[config.mk]
export PLATFORM = sky130hd
export DESIGN_NAME = lifo_stack_with_palindrome_check
export DESIGN_NICKNAME = d
export VERILOG_FILES = /design/src/sv/lsp_pkg.sv /design/src/sv/lsp_mem.sv /design/src/sv/lifo_stack_with_palindrome_check.sv
export SDC_FILE = /design/constraint.sdc
export NUM_CORES = 1
export LEC_CHECK = 0
export BUFFER_PORTS_ARGS = -buffer_cell sky130_fd_sc_hd__buf_2
export CORE_ASPECT_RATIO = 1.5
export CORE_MARGIN = 5
export CORE_UTILIZATION = 45
export DETAILED_ROUTE_END_ITERATION = 8
export GPL_ROUTABILITY_DRIVEN = 0
export SLEW_MARGIN = 20
export SYNTH_ARGS = -nofsm -noshare
export SYNTH_HDL_FRONTEND = slang
export SYNTH_HIERARCHICAL = 1
export SYNTH_SLANG_ARGS = --single-unit
[constraint.sdc]
create_clock -name clk -period 4.29 [get_ports clk]
set_input_delay 0.6435 -clock clk [delete_from_list [all_inputs] [get_ports clk]]
set_output_delay 0.6435 -clock clk [all_outputs]
set_load 0.02 [all_outputs]
[src/sv/lsp_pkg.sv]
// Shared types and codes for the LIFO stack with palindrome check.
package lsp_pkg;

	localparam int WORD_W   = 32;
	localparam int KIND_W   = 2;
	localparam int STATUS_W = 4;

	typedef logic [KIND_W-1:0]   kind_t;
	typedef logic [STATUS_W-1:0] status_t;
	typedef logic signed [WORD_W-1:0] word_t;

	localparam kind_t KIND_PUSH    = 2'd0;
	localparam kind_t KIND_POP     = 2'd1;
	localparam kind_t KIND_PALIN   = 2'd2;
	localparam kind_t KIND_DISPLAY = 2'd3;

	localparam status_t ST_PUSHED    = 4'd0;
	localparam status_t ST_OVERFLOW  = 4'd1;
	localparam status_t ST_POPPED    = 4'd2;
	localparam status_t ST_UNDERFLOW = 4'd3;
	localparam status_t ST_PALIN     = 4'd4;
	localparam status_t ST_NOT_PALIN = 4'd5;
	localparam status_t ST_NO_CHECK  = 4'd6;
	localparam status_t ST_ENTRY     = 4'd7;
	localparam status_t ST_EMPTY     = 4'd8;

	typedef enum logic [2:0] {
		S_IDLE,
		S_EMIT,
		S_POP,
		S_PAL,
		S_DISP
	} state_t;

endpackage

[src/sv/lsp_mem.sv]
// Stack entry memory: one write port, two registered read ports.
module lsp_mem #(
	parameter int DEPTH = 8
) (
	input  logic                          clk,
	input  logic                          we,
	input  logic [$clog2(DEPTH)-1:0]      wa,
	input  lsp_pkg::word_t                wd,
	input  logic                          rea,
	input  logic [$clog2(DEPTH)-1:0]      raa,
	output lsp_pkg::word_t                rda,
	input  logic                          reb,
	input  logic [$clog2(DEPTH)-1:0]      rab,
	output lsp_pkg::word_t                rdb
);
	import lsp_pkg::*;

	word_t mem_q [DEPTH];
	word_t rda_q;
	word_t rdb_q;

	always_ff @(posedge clk) begin
		if (we) begin
			mem_q[wa] <= wd;
		end
	end

	always_ff @(posedge clk) begin
		if (rea) begin
			rda_q <= mem_q[raa];
		end
		if (reb) begin
			rdb_q <= mem_q[rab];
		end
	end

	assign rda = rda_q;
	assign rdb = rdb_q;

endmodule

[src/sv/lifo_stack_with_palindrome_check.sv]
// Top level: bounded LIFO stack with pop, palindrome check and display walk.
//
//   channel | direction | handshake          | payload
//   in      | input     | in_valid/in_stall  | kind, push_value
//   out     | output    | out_valid/out_stall| status, data_value, last
//
// Push: the entry is written at accept, then S_EMIT loads the result. Pop: the read starts at accept, then S_POP.
// Palindrome: one entry pair per cycle through one comparator, from both ends inward, then S_EMIT.
// Display: one entry per cycle from the memory read port while the output is not stalled.
// Reset clears the fill count and the sequencer; entries are undefined until pushed.
// in_stall is high while an item is in work; out_stall freezes the display walk in place.
module lifo_stack_with_palindrome_check #(
	parameter int DEPTH = 8
) (
	input  logic                 clk,
	input  logic                 arst_n,
	input  logic                 in_valid,
	output logic                 in_stall,
	input  lsp_pkg::kind_t       kind,
	input  lsp_pkg::word_t       push_value,
	output logic                 out_valid,
	input  logic                 out_stall,
	output lsp_pkg::status_t     status,
	output lsp_pkg::word_t       data_value,
	output logic                 last
);
	import lsp_pkg::*;

	localparam int IW = $clog2(DEPTH);
	localparam int CW = $clog2(DEPTH + 1);

	state_t state_q, state_d;
	logic [CW-1:0] cnt_q, cnt_d;
	logic [IW-1:0] lo_q, lo_d, hi_q, hi_d;
	status_t pend_st_q, pend_st_d;

	logic out_valid_q;
	status_t out_st_q, out_st_d;
	word_t out_data_q, out_data_d;
	logic out_last_q, out_last_d;
	logic out_load, out_free;

	logic we, rea, reb;
	logic [IW-1:0] wa, raa, rab;
	word_t rda, rdb;

	logic in_acc;
	logic [CW-1:0] cnt_dec;
	logic [CW-1:0] pair_gap;
	logic [IW-1:0] lo_inc, hi_dec;

	lsp_mem #(.DEPTH(DEPTH)) u_mem (
		.clk (clk),
		.we  (we),
		.wa  (wa),
		.wd  (push_value),
		.rea (rea),
		.raa (raa),
		.rda (rda),
		.reb (reb),
		.rab (rab),
		.rdb (rdb)
	);

	assign in_stall = (state_q != S_IDLE);
	assign in_acc   = in_valid && !in_stall;
	assign out_free = !out_valid_q || !out_stall;
	assign cnt_dec  = cnt_q - CW'(1);
	assign lo_inc   = lo_q + IW'(1);
	assign hi_dec   = hi_q - IW'(1);
	assign pair_gap = CW'(hi_q) - CW'(lo_q);

	always_ff @(posedge clk or negedge arst_n) begin
		if (!arst_n) begin
			state_q <= S_IDLE;
			cnt_q   <= '0;
		end else begin
			state_q <= state_d;
			cnt_q   <= cnt_d;
		end
	end

	always_ff @(posedge clk) begin
		lo_q      <= lo_d;
		hi_q      <= hi_d;
		pend_st_q <= pend_st_d;
	end

	always_comb begin
		state_d    = state_q;
		cnt_d      = cnt_q;
		lo_d       = lo_q;
		hi_d       = hi_q;
		pend_st_d  = pend_st_q;
		out_load   = 1'b0;
		out_st_d   = pend_st_q;
		out_data_d = '0;
		out_last_d = 1'b1;
		we         = 1'b0;
		wa         = cnt_q[IW-1:0];
		rea        = 1'b0;
		raa        = cnt_dec[IW-1:0];
		reb        = 1'b0;
		rab        = cnt_dec[IW-1:0];
		case (state_q)
			S_IDLE: begin
				if (in_acc) begin
					case (kind)
						KIND_PUSH: begin
							state_d = S_EMIT;
							if (cnt_q >= CW'(DEPTH)) begin
								pend_st_d = ST_OVERFLOW;
							end else begin
								we        = 1'b1;
								cnt_d     = cnt_q + CW'(1);
								pend_st_d = ST_PUSHED;
							end
						end
						KIND_POP: begin
							if (cnt_q == '0) begin
								pend_st_d = ST_UNDERFLOW;
								state_d   = S_EMIT;
							end else begin
								rea     = 1'b1;
								cnt_d   = cnt_dec;
								state_d = S_POP;
							end
						end
						KIND_PALIN: begin
							if (cnt_q < CW'(2)) begin
								pend_st_d = ST_NO_CHECK;
								state_d   = S_EMIT;
							end else begin
								rea     = 1'b1;
								raa     = '0;
								reb     = 1'b1;
								lo_d    = '0;
								hi_d    = cnt_dec[IW-1:0];
								state_d = S_PAL;
							end
						end
						default: begin
							if (cnt_q == '0) begin
								pend_st_d = ST_EMPTY;
								state_d   = S_EMIT;
							end else begin
								rea     = 1'b1;
								hi_d    = cnt_dec[IW-1:0];
								state_d = S_DISP;
							end
						end
					endcase
				end
			end
			S_EMIT: begin
				if (out_free) begin
					out_load = 1'b1;
					state_d  = S_IDLE;
				end
			end
			S_POP: begin
				if (out_free) begin
					out_load   = 1'b1;
					out_st_d   = ST_POPPED;
					out_data_d = rda;
					state_d    = S_IDLE;
				end
			end
			S_PAL: begin
				if (rda != rdb) begin
					pend_st_d = ST_NOT_PALIN;
					state_d   = S_EMIT;
				end else if (pair_gap <= CW'(2)) begin
					pend_st_d = ST_PALIN;
					state_d   = S_EMIT;
				end else begin
					rea  = 1'b1;
					raa  = lo_inc;
					reb  = 1'b1;
					rab  = hi_dec;
					lo_d = lo_inc;
					hi_d = hi_dec;
				end
			end
			S_DISP: begin
				if (out_free) begin
					out_load   = 1'b1;
					out_st_d   = ST_ENTRY;
					out_data_d = rda;
					out_last_d = (hi_q == '0);
					if (hi_q == '0) begin
						state_d = S_IDLE;
					end else begin
						rea  = 1'b1;
						raa  = hi_dec;
						hi_d = hi_dec;
					end
				end
			end
			default: begin
				state_d = S_IDLE;
			end
		endcase
	end

	// output beat register
	always_ff @(posedge clk or negedge arst_n) begin
		if (!arst_n) begin
			out_valid_q <= 1'b0;
		end else begin
			out_valid_q <= out_load || (out_valid_q && out_stall);
		end
	end

	always_ff @(posedge clk) begin
		if (out_load) begin
			out_st_q   <= out_st_d;
			out_data_q <= out_data_d;
			out_last_q <= out_last_d;
		end
	end

	assign out_valid  = out_valid_q;
	assign status     = out_st_q;
	assign data_value = out_data_q;
	assign last       = out_last_q;

	a_push_count: assert property (@(posedge clk) disable iff (!arst_n)
		(in_acc && kind == KIND_PUSH && cnt_q < CW'(DEPTH)) |=> (cnt_q == $past(cnt_q) + CW'(1)))
		else $error("push did not grow the stack");

	a_pal_depth: assert property (@(posedge clk) disable iff (!arst_n)
		(state_q == S_PAL) |-> (cnt_q >= CW'(2) && hi_q > lo_q))
		else $error("palindrome walk with bad pair");

	a_disp_range: assert property (@(posedge clk) disable iff (!arst_n)
		(state_q == S_DISP) |-> (CW'(hi_q) < cnt_q))
		else $error("display index beyond fill count");

endmodule
======== Word-level counts from Yosys, hierarchy flattened ========
Memory sizes are Yosys's and may differ from the RTL's. A register that Yosys moved wholly into a read port is not among the register bits.
Index checks and enable logic that the tools add are counted.
word-level totals
  input port bits ......................... 38
  memories kept ........................... 1
  memory bits (writable) .................. 256
  word-level logic and storage cells ...... 141
  register bits ........................... 55
  output and inout port bits .............. 39
operators by class
  reductions and logical operators ........ 26
  multiplexer cells ....................... 72
  $lt $le $gt $ge ......................... 3
  $add $sub $neg .......................... 5
  equal/unequal tests ..................... 25
memory list
  memory       depth  width  read ports  clocked after Yosys merged registers in  wr ports  RTL line       source
  u_mem.mem_q  8      32     2           2                                        1         lsp_mem.sv:18  word_t mem_q [DEPTH];
operators with widths
  cell                   number
  $mux W3                29
  $mux W4                10
  $ne A32 B32 Y1         1
  $pmux W3 S3            3
  $pmux W4 S2            3
  $ne A2 B2 Y1 const B   10
  $mux W1                18
  $ne A3 B3 Y1 const B   4
  $pmux W3 S2            2
  $pmux W3 S4            1
  $pmux W4 S3            1
  $reduce_and A6 Y1      2
  $reduce_and A5 Y1      2
  $reduce_and A9 Y1      1
  $eq A3 B2 Y1 const B   2
  $logic_not A3 Y1       2
  $reduce_bool A3 Y1     2
  $reduce_or A2 Y1       3
  $add A4 B1 Y4 const B  1
  $ge A4 B4 Y1 const B   1
  $le A4 B2 Y1 const B   1
  $logic_not A4 Y1       1
  $lt A4 B2 Y1 const B   1
  $mux W2                2
  other kinds (20)       28

======== Longest topological paths before layout ========
Gate-level depths: netlist (run 1).
  depth in word-level cells ............... 7
  gate-level depth with buffers ........... 12
  mapped depth without buffers ............ 10

======== By module ========
The synthesis (run 1) kept the hierarchy.
modules (own cells, without submodules)
  module                            cells an instance  area each (um^2)  times used  seq. area each (um^2)
  lsp_mem                           561                13820.8           1           9609.2
  lifo_stack_with_palindrome_check  294                3253.1            1           1611.5

======== Least setup slack after synthesis (run 1) ========
Ideal clock, no wire load.
  path kind ............................... reg2reg
  from .................................... reg state_q[2]
  to ...................................... mem u_mem/mem_q[0][0] in the netlist's numbering, enable pin
  path slack .............................. 0.067 ns
  period minus slack after synthesis ...... 4.223 ns
  data arrival time ....................... 3.762 ns
  path buffers ............................ 1
  stages on the path, launching flop included .. 7
  library setup time ...................... 0.461 ns
  required time ........................... 3.829 ns
  cell sequence ........................... dfrtp_1 > or3_4 > or2_0 > buf_2 > nor3b_1 > nand2b_1 > nor3_1
on the way
  cells in the longest elaborated chain, start to end .. 7
  elaborated cells on any way between the ends .. 8
  classes of those cells .................. mux: 4; reduce/logical: 4
ends and longest elaborated chain
  item                           RTL line                                 source
  start, declared                lifo_stack_with_palindrome_check.sv:32   state_t state_q, state_d;
  start signal, assigned         lifo_stack_with_palindrome_check.sv:78   state_q <= state_d;
  $reduce_bool A3 Y1             lifo_stack_with_palindrome_check.sv:65   assign in_stall = (state_q != S_IDLE);
  named net in_stall             lifo_stack_with_palindrome_check.sv:18   output logic in_stall,
  $logic_not A1 Y1               lifo_stack_with_palindrome_check.sv:66   assign in_acc = in_valid && !in_stall;
  $logic_and A1 B1 Y1            lifo_stack_with_palindrome_check.sv:66
  $mux W1                        lifo_stack_with_palindrome_check.sv:107  if (in_acc) begin
  $mux W1                        lifo_stack_with_palindrome_check.sv:105  case (state_q)
  named net we                   lifo_stack_with_palindrome_check.sv:43   logic we, rea, reb;
  $mux W1                        lsp_mem.sv:23                            if (we) begin
  $mux W1 (implied by the code)  lsp_mem.sv:24                            mem_q[wa] <= wd;
  end, declared                  lsp_mem.sv:18
The timed path passes the listed nets, and every way through them passes these cells.

======== Worst setup path after layout (run 1) ========
  from .................................... reg hi_q[0]
  to ...................................... reg u_mem.rda_q[17] (netlist: u_mem/rda[17]), read port of u_mem.mem_q (data pin)
on the way
  cells in the longest elaborated chain, start to end .. 5
  elaborated cells on any way between the ends .. 14
  classes of those cells .................. add/sub: 2; order compare: 1; mux: 10; reduce/logical: 1
ends and longest elaborated chain
  item                    RTL line                                 source
  start, declared         lifo_stack_with_palindrome_check.sv:34   logic [IW-1:0] lo_q, lo_d, hi_q, hi_d;
  start signal, assigned  lifo_stack_with_palindrome_check.sv:85   hi_q <= hi_d;
  $sub A3 B3 Y4           lifo_stack_with_palindrome_check.sv:71   assign pair_gap = CW'(hi_q) - CW'(lo_q);
  $le A4 B2 Y1            lifo_stack_with_palindrome_check.sv:173  end else if (pair_gap <= CW'(2)) begin
  $mux W3                 lifo_stack_with_palindrome_check.sv:173
  $mux W3                 lifo_stack_with_palindrome_check.sv:170  if (rda != rdb) begin
  $pmux W3 S3 (*)         lifo_stack_with_palindrome_check.sv:105
  named net raa[0]        lifo_stack_with_palindrome_check.sv:44   logic [IW-1:0] wa, raa, rab;
  end, declared           lsp_mem.sv:19                            word_t rda_q;
The timed path passes the listed nets; every way through them passes the cells marked *.
A chain may end at the register's enable or synchronous reset.

==> impl_metrics.env, run 1 <==
export IMPL_drv_cap=0
export IMPL_fin_crit_sh=0.927
export IMPL_antenna_left=0
export IMPL_yosysSeqAreaShare=0.657
export IMPL_power_density_nw_per_um2=778
export IMPL_dr_pass1_iters=5
export IMPL_critical_path_class="flop to flop"
export IMPL_netlist_area_um2=17100
export IMPL_avgSynthCellArea_um2=20.0
export IMPL_grt_total_usage=0.181
export IMPL_start_util=0.455
export IMPL_synth_top_area_share=0.645
export IMPL_max_vdd_ir_drop_mv=0.749
export IMPL_fin_nets=1004
export IMPL_status="complete, no violations"
export IMPL_yosysUniqueCellTypes=51
export IMPL_crit_arrival_ps=4240
export IMPL_ctsHoldBuffers=1
export IMPL_first_global_vias=9069
export IMPL_synth_largest_area_cell="edfxtp_1"
export IMPL_hold_class="primary input to flop"
export IMPL_synthFlopType="edfxtp_1"
export IMPL_die_x_um=169
export IMPL_power_internal_w=0.0101
export IMPL_yosys_warnings=6
export IMPL_antenna_found_initial=5
export IMPL_grt_start_max_net_pins=65
export IMPL_synthCells=855
export IMPL_dr_total_vias=8634
export IMPL_utilization=0.516
export IMPL_p_comb_frac=0.450
export IMPL_worst_ep_required_time_ps=4560
export IMPL_async_flop_share=0.0213
export IMPL_layout_drive_gt1_share=0.296
export IMPL_dp_hpwl_mm=22.0
export IMPL_worstPathMaxFanout=32
export IMPL_dp_cells=1403
export IMPL_clock_sinks=375
export IMPL_post_cts_buffers=0
export IMPL_drc=0
export IMPL_fmax_mhz=251
export IMPL_drt_vias_per_instance=5.89
export IMPL_hold_viol=0
export IMPL_top_level_ports=77
export IMPL_power_total_w=0.0151
export IMPL_cts_htree_levels=2
export IMPL_tns_ps=0
export IMPL_worst_slew_pin_slew_ps=912
export IMPL_finClkSkew_ps=18.3
export IMPL_die_y_um=249
export IMPL_cts_buffers=36
export IMPL_grt_pass1_wl_mm=56.8
export IMPL_clock_path_buffers=3
export IMPL_start_kind="flop"
export IMPL_period_needed_ps=3980
export IMPL_stdcell_count=1466
export IMPL_io_buffers=76
export IMPL_synth_area_leaders="edfxtp_1 65%, mux4_1 12%, mux4_2 6.3%"
export IMPL_synth_enable_flop_cells=367
export IMPL_fp_row_count=87
export IMPL_syn_nets=906
export IMPL_p_clk_frac=0.200
export IMPL_avgRoutedWirePerCell_um=25.9
export IMPL_grt_remaining_overflow=0
export IMPL_drtIter0Drc=589
export IMPL_drt_wl_total_mm=37.9
export IMPL_rsz0062_at_grt="false"
export IMPL_maxSlewHeadroom=0.391
export IMPL_end_kind="flop"
export IMPL_core_um2=37600
export IMPL_cts_root_buf="clkbuf_16"
export IMPL_ys_ff_latch=375
export IMPL_p_sw_frac=0.330
export IMPL_clkLatencyLatePin_ps=530
export IMPL_power_frac_seq=0.350
export IMPL_p_leak_nw=6.51
export IMPL_switching_power_w=0.00498
export IMPL_path_clk_slew_ps=60
export IMPL_areaGrowthSynthToFinish_pct=13.5
export IMPL_tritoncts="done"
export IMPL_cts_repair_resized=0
export IMPL_setup_viol=0
export IMPL_slew_violations=0
export IMPL_dieArea_um2=42000
-- metal layers --
layer | wire (um) | GRT usage | up-vias
met3 | 1940 | 0.0321 | 62
li1 | - | - | 3780
met5 | 39 | 0 | -
met4 | 1020 | 0.0573 | 6
met1 | 14600 | 0.223 | 4564
met2 | 20300 | 0.324 | 222
-- power groups by stage --
stage	clock (W)	combinational, W	sequential (W)
6_report	0.00301	0.00678	0.00528
5_1_grt	0.00325	0.00728	0.00534
4_1_cts	0.00309	0.00693	0.00530
3_5_place_dp	0	0.00691	0.00537
3_3_place_gp	0	0.00684	0.00536
2_1_floorplan	0	0.00474	0.00552
-- flip-flops by register name, summed over array words and instances (netlist names) --
name	count
cnt_q	4
data_value	32
hi_q	3
last	1
lo_q	3
out_valid	1
pend_st_q	4
state_q	3
status	4
u_mem/mem_q	256
u_mem/rda	32
u_mem/rdb	32
-- Yosys cell counts (all sizes together), types with 8 or more instances --
library cell / number
a21oi: 9
and2: 37
buf: 39
clkbuf: 8
dfrtp: 8
edfxtp: 367
ha: 12
inv: 10
mux2: 64
mux4: 128
nand2: 12
nand2b: 9
nand4: 12
nor2: 24
o21ai: 18
xnor2: 38
-- worst max-delay path, stage by stage, from the launching register on --
cell      delay (ps)
edfxtp_1         430
inv_1            110
ha_1             210
fa_1             380
nand2b_1         150
a221oi_1         260
nor3_1           150
and3_1           290
o311ai_2         490
buf_12           340
mux4_1           620
mux2_2           280
-- kinds of logic after synthesis --
family | share of synthesized area
xor+xnor | 0.0205
compound gates | 0.0181
flops | 0.657
mux | 0.232
fa+ha+maj | 0.00997
simple gates | 0.0425
buf+inv | 0.0196
-- cells in the final DEF (no fill, tap or decap), drive strengths merged, types with 2 or more instances in the layout --
cell type / n
clkbuf: 44
xnor2: 38
ha: 12
nand3: 6
o311ai: 3
nor3: 6
o211ai: 2
and3: 2
dfrtp: 8
o21a: 2
edfxtp: 367
o21ai: 18
mux2: 64
clkinv: 14
nand2: 12
bufinv: 2
nor3b: 3
mux4: 128
inv: 10
a211oi: 2
a31oi: 4
and2: 37
nand3b: 3
a21oi: 9
buf: 106
xor2: 2
mux2i: 6
nor2: 24
nand4: 12
diode: 2
nor2b: 4
or2: 2
nand2b: 9
-- per-stage QoR --
stage | hold WS, ps | cell area, um^2 | worst slack (ps)
2_1_floorplan | 348 | 17100 | 67.1
3_3_place_gp | 488 | 18300 | 392
3_5_place_dp | 508 | 18300 | 297
4_1_cts | 351 | 19400 | 277
5_1_grt | 364 | 19400 | 56.7
6_report | 375 | 19400 | 313
-- area by class of cell --
type                       instances  area [um^2]
fill                            2995        18200
sequential                       375        11200
multi-input combinational        423         5660
clock buffer                      44          973
timing repair buffer             107          741
tap                              489          612
clock inverter                    16          131
inverter                          10         37.5
antenna                            2         5.00
-- final timing paths --
| path | start | endpoint | slack [ps] | cells past startpoint |
|---|---|---|---|---|
| min in group asynchronous | arst_n | cnt_q[3] | 490 | 2 |
| max reg2reg | hi_q[0] | u_mem/rda[17] | 310 | 11 |
| min reg2reg | pend_st_q[1] | status[1] | 520 | 1 |
| max in group asynchronous | arst_n | state_q[0] | 3630 | 2 |
| max | hi_q[0] | u_mem/rda[17] | 310 | 11 |
| min | push_value[16] | u_mem/mem_q[2][16] | 370 | 1 |
(Power assumes the default switching activity.)
==> run 2, diff against run 1 <==
PLACE_DENSITY = 0.75   (was unset)
==> run 2 against run 1 <==
  * Final area decreased by 0.38%
  * First-iteration DRC count increased by 35%
  * Non-clock buffer count decreased by 7
  * Clock skew increased by 1.1 ps
  * Die area unchanged
  * Sequential share of layout area increased by 0.22 points
  * Combinational power decreased by 3%
  * Sequential power about the same
  * Count of clock-buffer cells in the layout increased by 1
  * Wire length decreased by 3.5%
  * Cell count decreased by 0.14%
  * Clock power decreased by 1%
  * Critical path type unchanged
==> impl_metrics.env, run 2 (synthesis gave the netlist of run 1 again) <==
export IMPL_tritoncts="done"
export IMPL_cts_htree_levels=2
export IMPL_io_buffers=76
export IMPL_max_vdd_ir_drop_mv=0.746
export IMPL_fin_nets=996
export IMPL_fin_crit_sh=0.956
export IMPL_crit_path_start="hi_q[0]"
export IMPL_slew_violations=0
export IMPL_fillers=2926
export IMPL_layout_drive_gt1_share=0.291
export IMPL_cts_repair_resized=0
export IMPL_cts_buffers=35
export IMPL_mostFrequentLayoutCells="367 x edfxtp_1, 80 x mux4_1, 76 x buf_2"
export IMPL_die_x_um=169
export IMPL_reg2reg_to="u_mem/rda[31]"
export IMPL_avgRoutedWirePerCell_um=25.0
export IMPL_dr_pass1_iters=5
export IMPL_worst_ep_required_time_ps=4560
export IMPL_largest_reg_flops=256
export IMPL_fp_row_count=87
export IMPL_critical_path_class="flop to flop"
export IMPL_r2r_slack_ps=190
export IMPL_antenna_left=0
export IMPL_slowest_stage="mux4_1"
export IMPL_setup_viol=0
export IMPL_drc=0
export IMPL_power_internal_w=0.00994
export IMPL_drt_wl_total_mm=36.6
export IMPL_fmax_mhz=244
export IMPL_grt_util_met2=0.303
export IMPL_status="complete, no violations"
export IMPL_grt_busiest_layer="met2"
export IMPL_first_global_vias=8761
export IMPL_p_leak_nw=6.45
export IMPL_worstPathMaxFanout=64
export IMPL_reg2reg_depth=11
export IMPL_drtIter0Drc=796
export IMPL_p_clk_frac=0.199
export IMPL_grt_total_usage=0.174
export IMPL_power_frac_seq=0.356
export IMPL_core_um2=37600
export IMPL_cp_top_family="multiplexers"
export IMPL_areaGrowthSynthToFinish_pct=13.1
export IMPL_hold_class="primary input to flop"
export IMPL_end_kind="flop"
export IMPL_drt_vias_per_instance=5.92
export IMPL_top_register="u_mem/mem_q"
export IMPL_top_level_ports=77
export IMPL_use_met1=0.219
export IMPL_met3_usage=0.0310
export IMPL_dieArea_um2=42000
export IMPL_start_kind="flop"
export IMPL_finClkSkew_ps=19.4
export IMPL_power_density_nw_per_um2=770
export IMPL_cp_num_buf_inv=2
export IMPL_min_delay_start="push_value[9]"
export IMPL_crit_arrival_ps=4370
export IMPL_crit_chain="inv_1 > ha_1 > fa_1 > nand2b_1 > a221oi_1 > nor3_1 > and3_1 > o311ai_2 > buf_12 > mux4_1 > mux2_2"
export IMPL_period_needed_ps=4100
export IMPL_rr_startpoint="hi_q[0]"
export IMPL_start_util=0.455
export IMPL_switching_power_w=0.00494
export IMPL_clock_path_buffers=3
export IMPL_worst_slew_pin_slew_ps=981
export IMPL_path_clk_slew_ps=60
export IMPL_p_sw_frac=0.332
export IMPL_grt_start_max_net_pins=65
export IMPL_p_comb_frac=0.444
export IMPL_slowest_delay_ps=670
export IMPL_drv_cap=0
export IMPL_final_common_cell="edfxtp_1"
export IMPL_clkLatencyLatePin_ps=530
export IMPL_place_area_um2=18200
export IMPL_crit_end="u_mem/rda[31]"
export IMPL_rsz0062_at_grt="false"
export IMPL_cts_root_buf="clkbuf_16"
export IMPL_dr_total_vias=8666
export IMPL_antenna_found_initial=4
export IMPL_postLayoutCellArea_um2=19300
export IMPL_holdWs_ps=375
export IMPL_maxSlewHeadroom=0.345
export IMPL_clock_sinks=375
export IMPL_cp_depth=11
export IMPL_grt_remaining_overflow=0
export IMPL_grt_pass1_wl_mm=55.1
export IMPL_hold_viol=0
export IMPL_tns_ps=0
export IMPL_post_cts_buffers=0
export IMPL_die_y_um=249
export IMPL_dp_hpwl_mm=21.3
-- run 2: repair_timing --
action	4_1_cts	5_1_grt
hold buffers	1	0
endpoints found under the setup margin	0	0
endpoints found under the hold margin	8	0
-- run 2: how the worst min path moves through the flow --
| stage | slack, ps | to | cells past startpoint |
|---|---|---|---|
| 6_report | 370 | u_mem/mem_q[1][9] | 1 |
| 5_1_grt | 370 | u_mem/mem_q[4][9] | 1 |
| 4_1_cts | 350 | u_mem/mem_q[5][9] | 1 |
| 3_5_place_dp | 510 | state_q[1] | 1 |
| 3_3_place_gp | 490 | status[1] | 1 |
| 2_1_floorplan | 350 | cnt_q[0] | 0 |
-- run 2: area by class of cell --
cell class                 count  area [um^2]  share of cell area
antenna                        4         10.0            0.000518
clock inverter                18          156             0.00810
inverter                      10         37.5             0.00194
multi-input combinational    423         5660               0.293
sequential                   375        11200               0.581
tap                          489          612              0.0317
timing repair buffer         100          676              0.0350
clock buffer                  45          935              0.0484
-- run 2: power by group through the flow --
stage / combinational (W) / clock, W / sequential, W
2_1_floorplan: 0.00474 / 0 / 0.00552
3_3_place_gp: 0.00654 / 0 / 0.00536
3_5_place_dp: 0.00670 / 0 / 0.00538
4_1_cts: 0.00672 / 0.00304 / 0.00531
5_1_grt: 0.00706 / 0.00320 / 0.00536
6_report: 0.00661 / 0.00297 / 0.00530
-- run 2: worst register-to-register path, delay by kind of cell (launching register included) --
family	cells	cell delay [ps]
buffers and inverters	2	540
flip-flops	1	440
adder cells (fa/ha/maj)	2	590
multiplexers	2	1070
AO/OA/AOI/OAI	2	600
AND/OR/NAND/NOR	3	610
-- run 2: per-stage QoR --
stage	cells	util	total power, W	worst slack, ps
finish	1464	0.514	0.0149	190
global route	1461	0.514	0.0156	72.0
CTS	1460	0.514	0.0151	232
detailed placement	1396	0.485	0.0121	240
global placement	1396	0.485	0.0119	387
floorplan	855	-	0.0103	67.1
-- run 2: per-layer routing --
metal	vias to the layer above	share of wire
met5	-	0.00025
met4	2	0.029
met3	57	0.061
met2	297	0.53
met1	4541	0.38
li1	3769	-
==> run 3, diff against run 2 <==
GPL_ROUTABILITY_DRIVEN = unset   (was 0)
PLACE_DENSITY = 0.61   (was 0.75)
==> run 3 against run 2 <==
  * Register-to-register slack improved by 190 ps
  * Sequential share of layout area fell by 0.92 points
  * Sequential power about the same
  * Largest power group unchanged
  * Critical path depth up 1
  * Total power is 5.8% higher
  * Worst hold slack improved by 7.1 ps
  * Via count up 0.50%
  * Global-route usage is 1.1 points higher
  * Fmax is 4.7% higher
  * Count of clock-buffer cells in the layout is 7 lower
  * Wire length is 4.9% higher
  * Cell count rose by 0.48%
==> impl_metrics.env, run 3 (synthesis gave the netlist of run 1 again) <==
export IMPL_tns_ps=0
export IMPL_worst_ep_required_time_ps=4560
export IMPL_fin_nets=1005
export IMPL_start_kind="flop"
export IMPL_layout_drive_gt1_share=0.307
export IMPL_tritoncts="done"
export IMPL_top_level_ports=77
export IMPL_grt_start_max_net_pins=45
export IMPL_worst_slew_pin_slew_ps=1100
export IMPL_reg2reg_depth=12
export IMPL_die_x_um=169
export IMPL_top_register="u_mem/mem_q"
export IMPL_finClkSkew_ps=14.8
export IMPL_hold_class="primary input to flop"
export IMPL_start_util=0.455
export IMPL_multi_input_area_um2=5660
export IMPL_min_delay_start="push_value[9]"
export IMPL_end_kind="flop"
export IMPL_grt_remaining_overflow=0
export IMPL_dieArea_um2=42000
export IMPL_antenna_left=0
export IMPL_place_congestion=0.756
export IMPL_post_cts_buffers=0
export IMPL_maxSlewHeadroom=0.266
export IMPL_die_y_um=249
export IMPL_clock_path_buffers=3
export IMPL_ff_latch_area_um2=11200
export IMPL_cts_htree_levels=2
export IMPL_cts_buffers=36
export IMPL_p_leak_nw=6.62
export IMPL_dr_pass1_iters=4
export IMPL_place_area_um2=18300
export IMPL_critical_path_class="flop to flop"
export IMPL_antenna_found_initial=3
export IMPL_r2r_slack_ps=380
export IMPL_drtIter0Drc=567
export IMPL_drv_cap=0
export IMPL_status="complete, no violations"
export IMPL_fmax_mhz=255
export IMPL_fp_row_count=87
export IMPL_areaGrowthSynthToFinish_pct=14.9
export IMPL_fillers=2919
export IMPL_crit_path_start="hi_q[0]"
export IMPL_drc=0
export IMPL_hold_viol=0
export IMPL_final_common_cell="edfxtp_1"
export IMPL_ctsHoldBuffers=1
export IMPL_whs_endpoint="u_mem/mem_q[5][9]"
export IMPL_drt_wl_total_mm=38.4
export IMPL_slew_violations=0
export IMPL_cts_repair_resized=0
export IMPL_rsz0062_at_grt="false"
export IMPL_path_clk_slew_ps=70
export IMPL_power_density_nw_per_um2=802
export IMPL_core_um2=37600
export IMPL_reg2reg_to="u_mem/rda[0]"
export IMPL_period_needed_ps=3910
export IMPL_dp_hpwl_mm=22.4
export IMPL_setup_viol=0
export IMPL_io_buffers=76
export IMPL_cts_root_buf="clkbuf_16"
export IMPL_clkLatencyLatePin_ps=530
export IMPL_rr_startpoint="hi_q[0]"
export IMPL_mostFrequentLayoutCells="367 x edfxtp_1, 80 x mux4_1, 76 x buf_2"
export IMPL_max_vdd_ir_drop_mv=0.754
export IMPL_first_global_vias=9138
export IMPL_grt_total_usage=0.185
export IMPL_dr_total_vias=8709
export IMPL_postLayoutCellArea_um2=19600
export IMPL_grt_pass1_wl_mm=58.3
export IMPL_whs_path_depth=1
export IMPL_fin_crit_sh=0.913
export IMPL_avgRoutedWirePerCell_um=26.1
export IMPL_worstPathMaxFanout=20
export IMPL_crit_arrival_ps=4180
export IMPL_drt_vias_per_instance=5.92
export IMPL_largest_reg_flops=256
export IMPL_utilization=0.522
export IMPL_clock_sinks=375
==> run 3: cell types whose count changed in the layout (fill, tap and decap cells not counted), moves of 2 or more <==
cell	previous run	this run
clkinv_4	1	3
diode_2	4	2
buf_4	14	20
buf_12	9	11
clkbuf_1	9	1
bufinv_16	2	10
==> run 3: worst max-delay path, cell delays in order (launching register included) <==
cell and delay [ps]:
edfxtp_1 450, inv_1 120, ha_1 220, fa_1 390, nand2b_1 160, a221oi_1 270, nor3_1 150, and3_1 300
o311ai_2 250, buf_4 250, buf_12 220, mux4_1 580, mux2_2 270
==> run 3: layout make-up <==
type,count,share of cell area
clock buffers,38,0.0474
clock inverters,26,0.0199
multi-input cells,423,0.289
well taps,489,0.0312
inverters,10,0.00191
diodes,2,0.000255
repair buffers,108,0.0388
flip-flops and latches,375,0.572
==> run 3: routing by layer <==
metal  global-route usage  vias up  part of all wire
li1                     -     3800                 -
met1                0.231     4626              0.39
met2                0.332      217              0.53
met3               0.0294       64             0.046
met4               0.0550        2             0.027
met5                    0        -           0.00029
==> run 3: metrics by stage <==
step / setup WS (ps) / instances / hold WS, ps / total power [W]
finish: 375 / 1471 / 382 / 0.0157
global placement: 488 / 1404 / 490 / 0.0123
floorplan: 67.1 / 855 / 348 / 0.0103
detailed placement: 386 / 1404 / 503 / 0.0124
global route: 119 / 1469 / 361 / 0.0165
CTS: 341 / 1469 / 351 / 0.0160
==> run 3: worst max path at each step <==
stage	end	slack, ps	depth (start not counted)
after floorplan	u_mem/mem_q[0][0]	70	6
after global placement	u_mem/rda[22]	490	12
after detailed placement	u_mem/rda[29]	390	12
after CTS	u_mem/rda[0]	340	12
after global routing	u_mem/rda[26]	120	12
final	u_mem/rda[0]	380	12
==> run 3: report_power, final <==
group / internal, W / leakage [nW] / total (W) / switching [W]
registers: 0.00499 / 3.44 / 0.00528 / 0.000292
logic: 0.00346 / 2.53 / 0.00693 / 0.00346
clock network: 0.00218 / 0.644 / 0.00354 / 0.00136
total: 0.0106 / 6.62 / 0.0157 / 0.00511
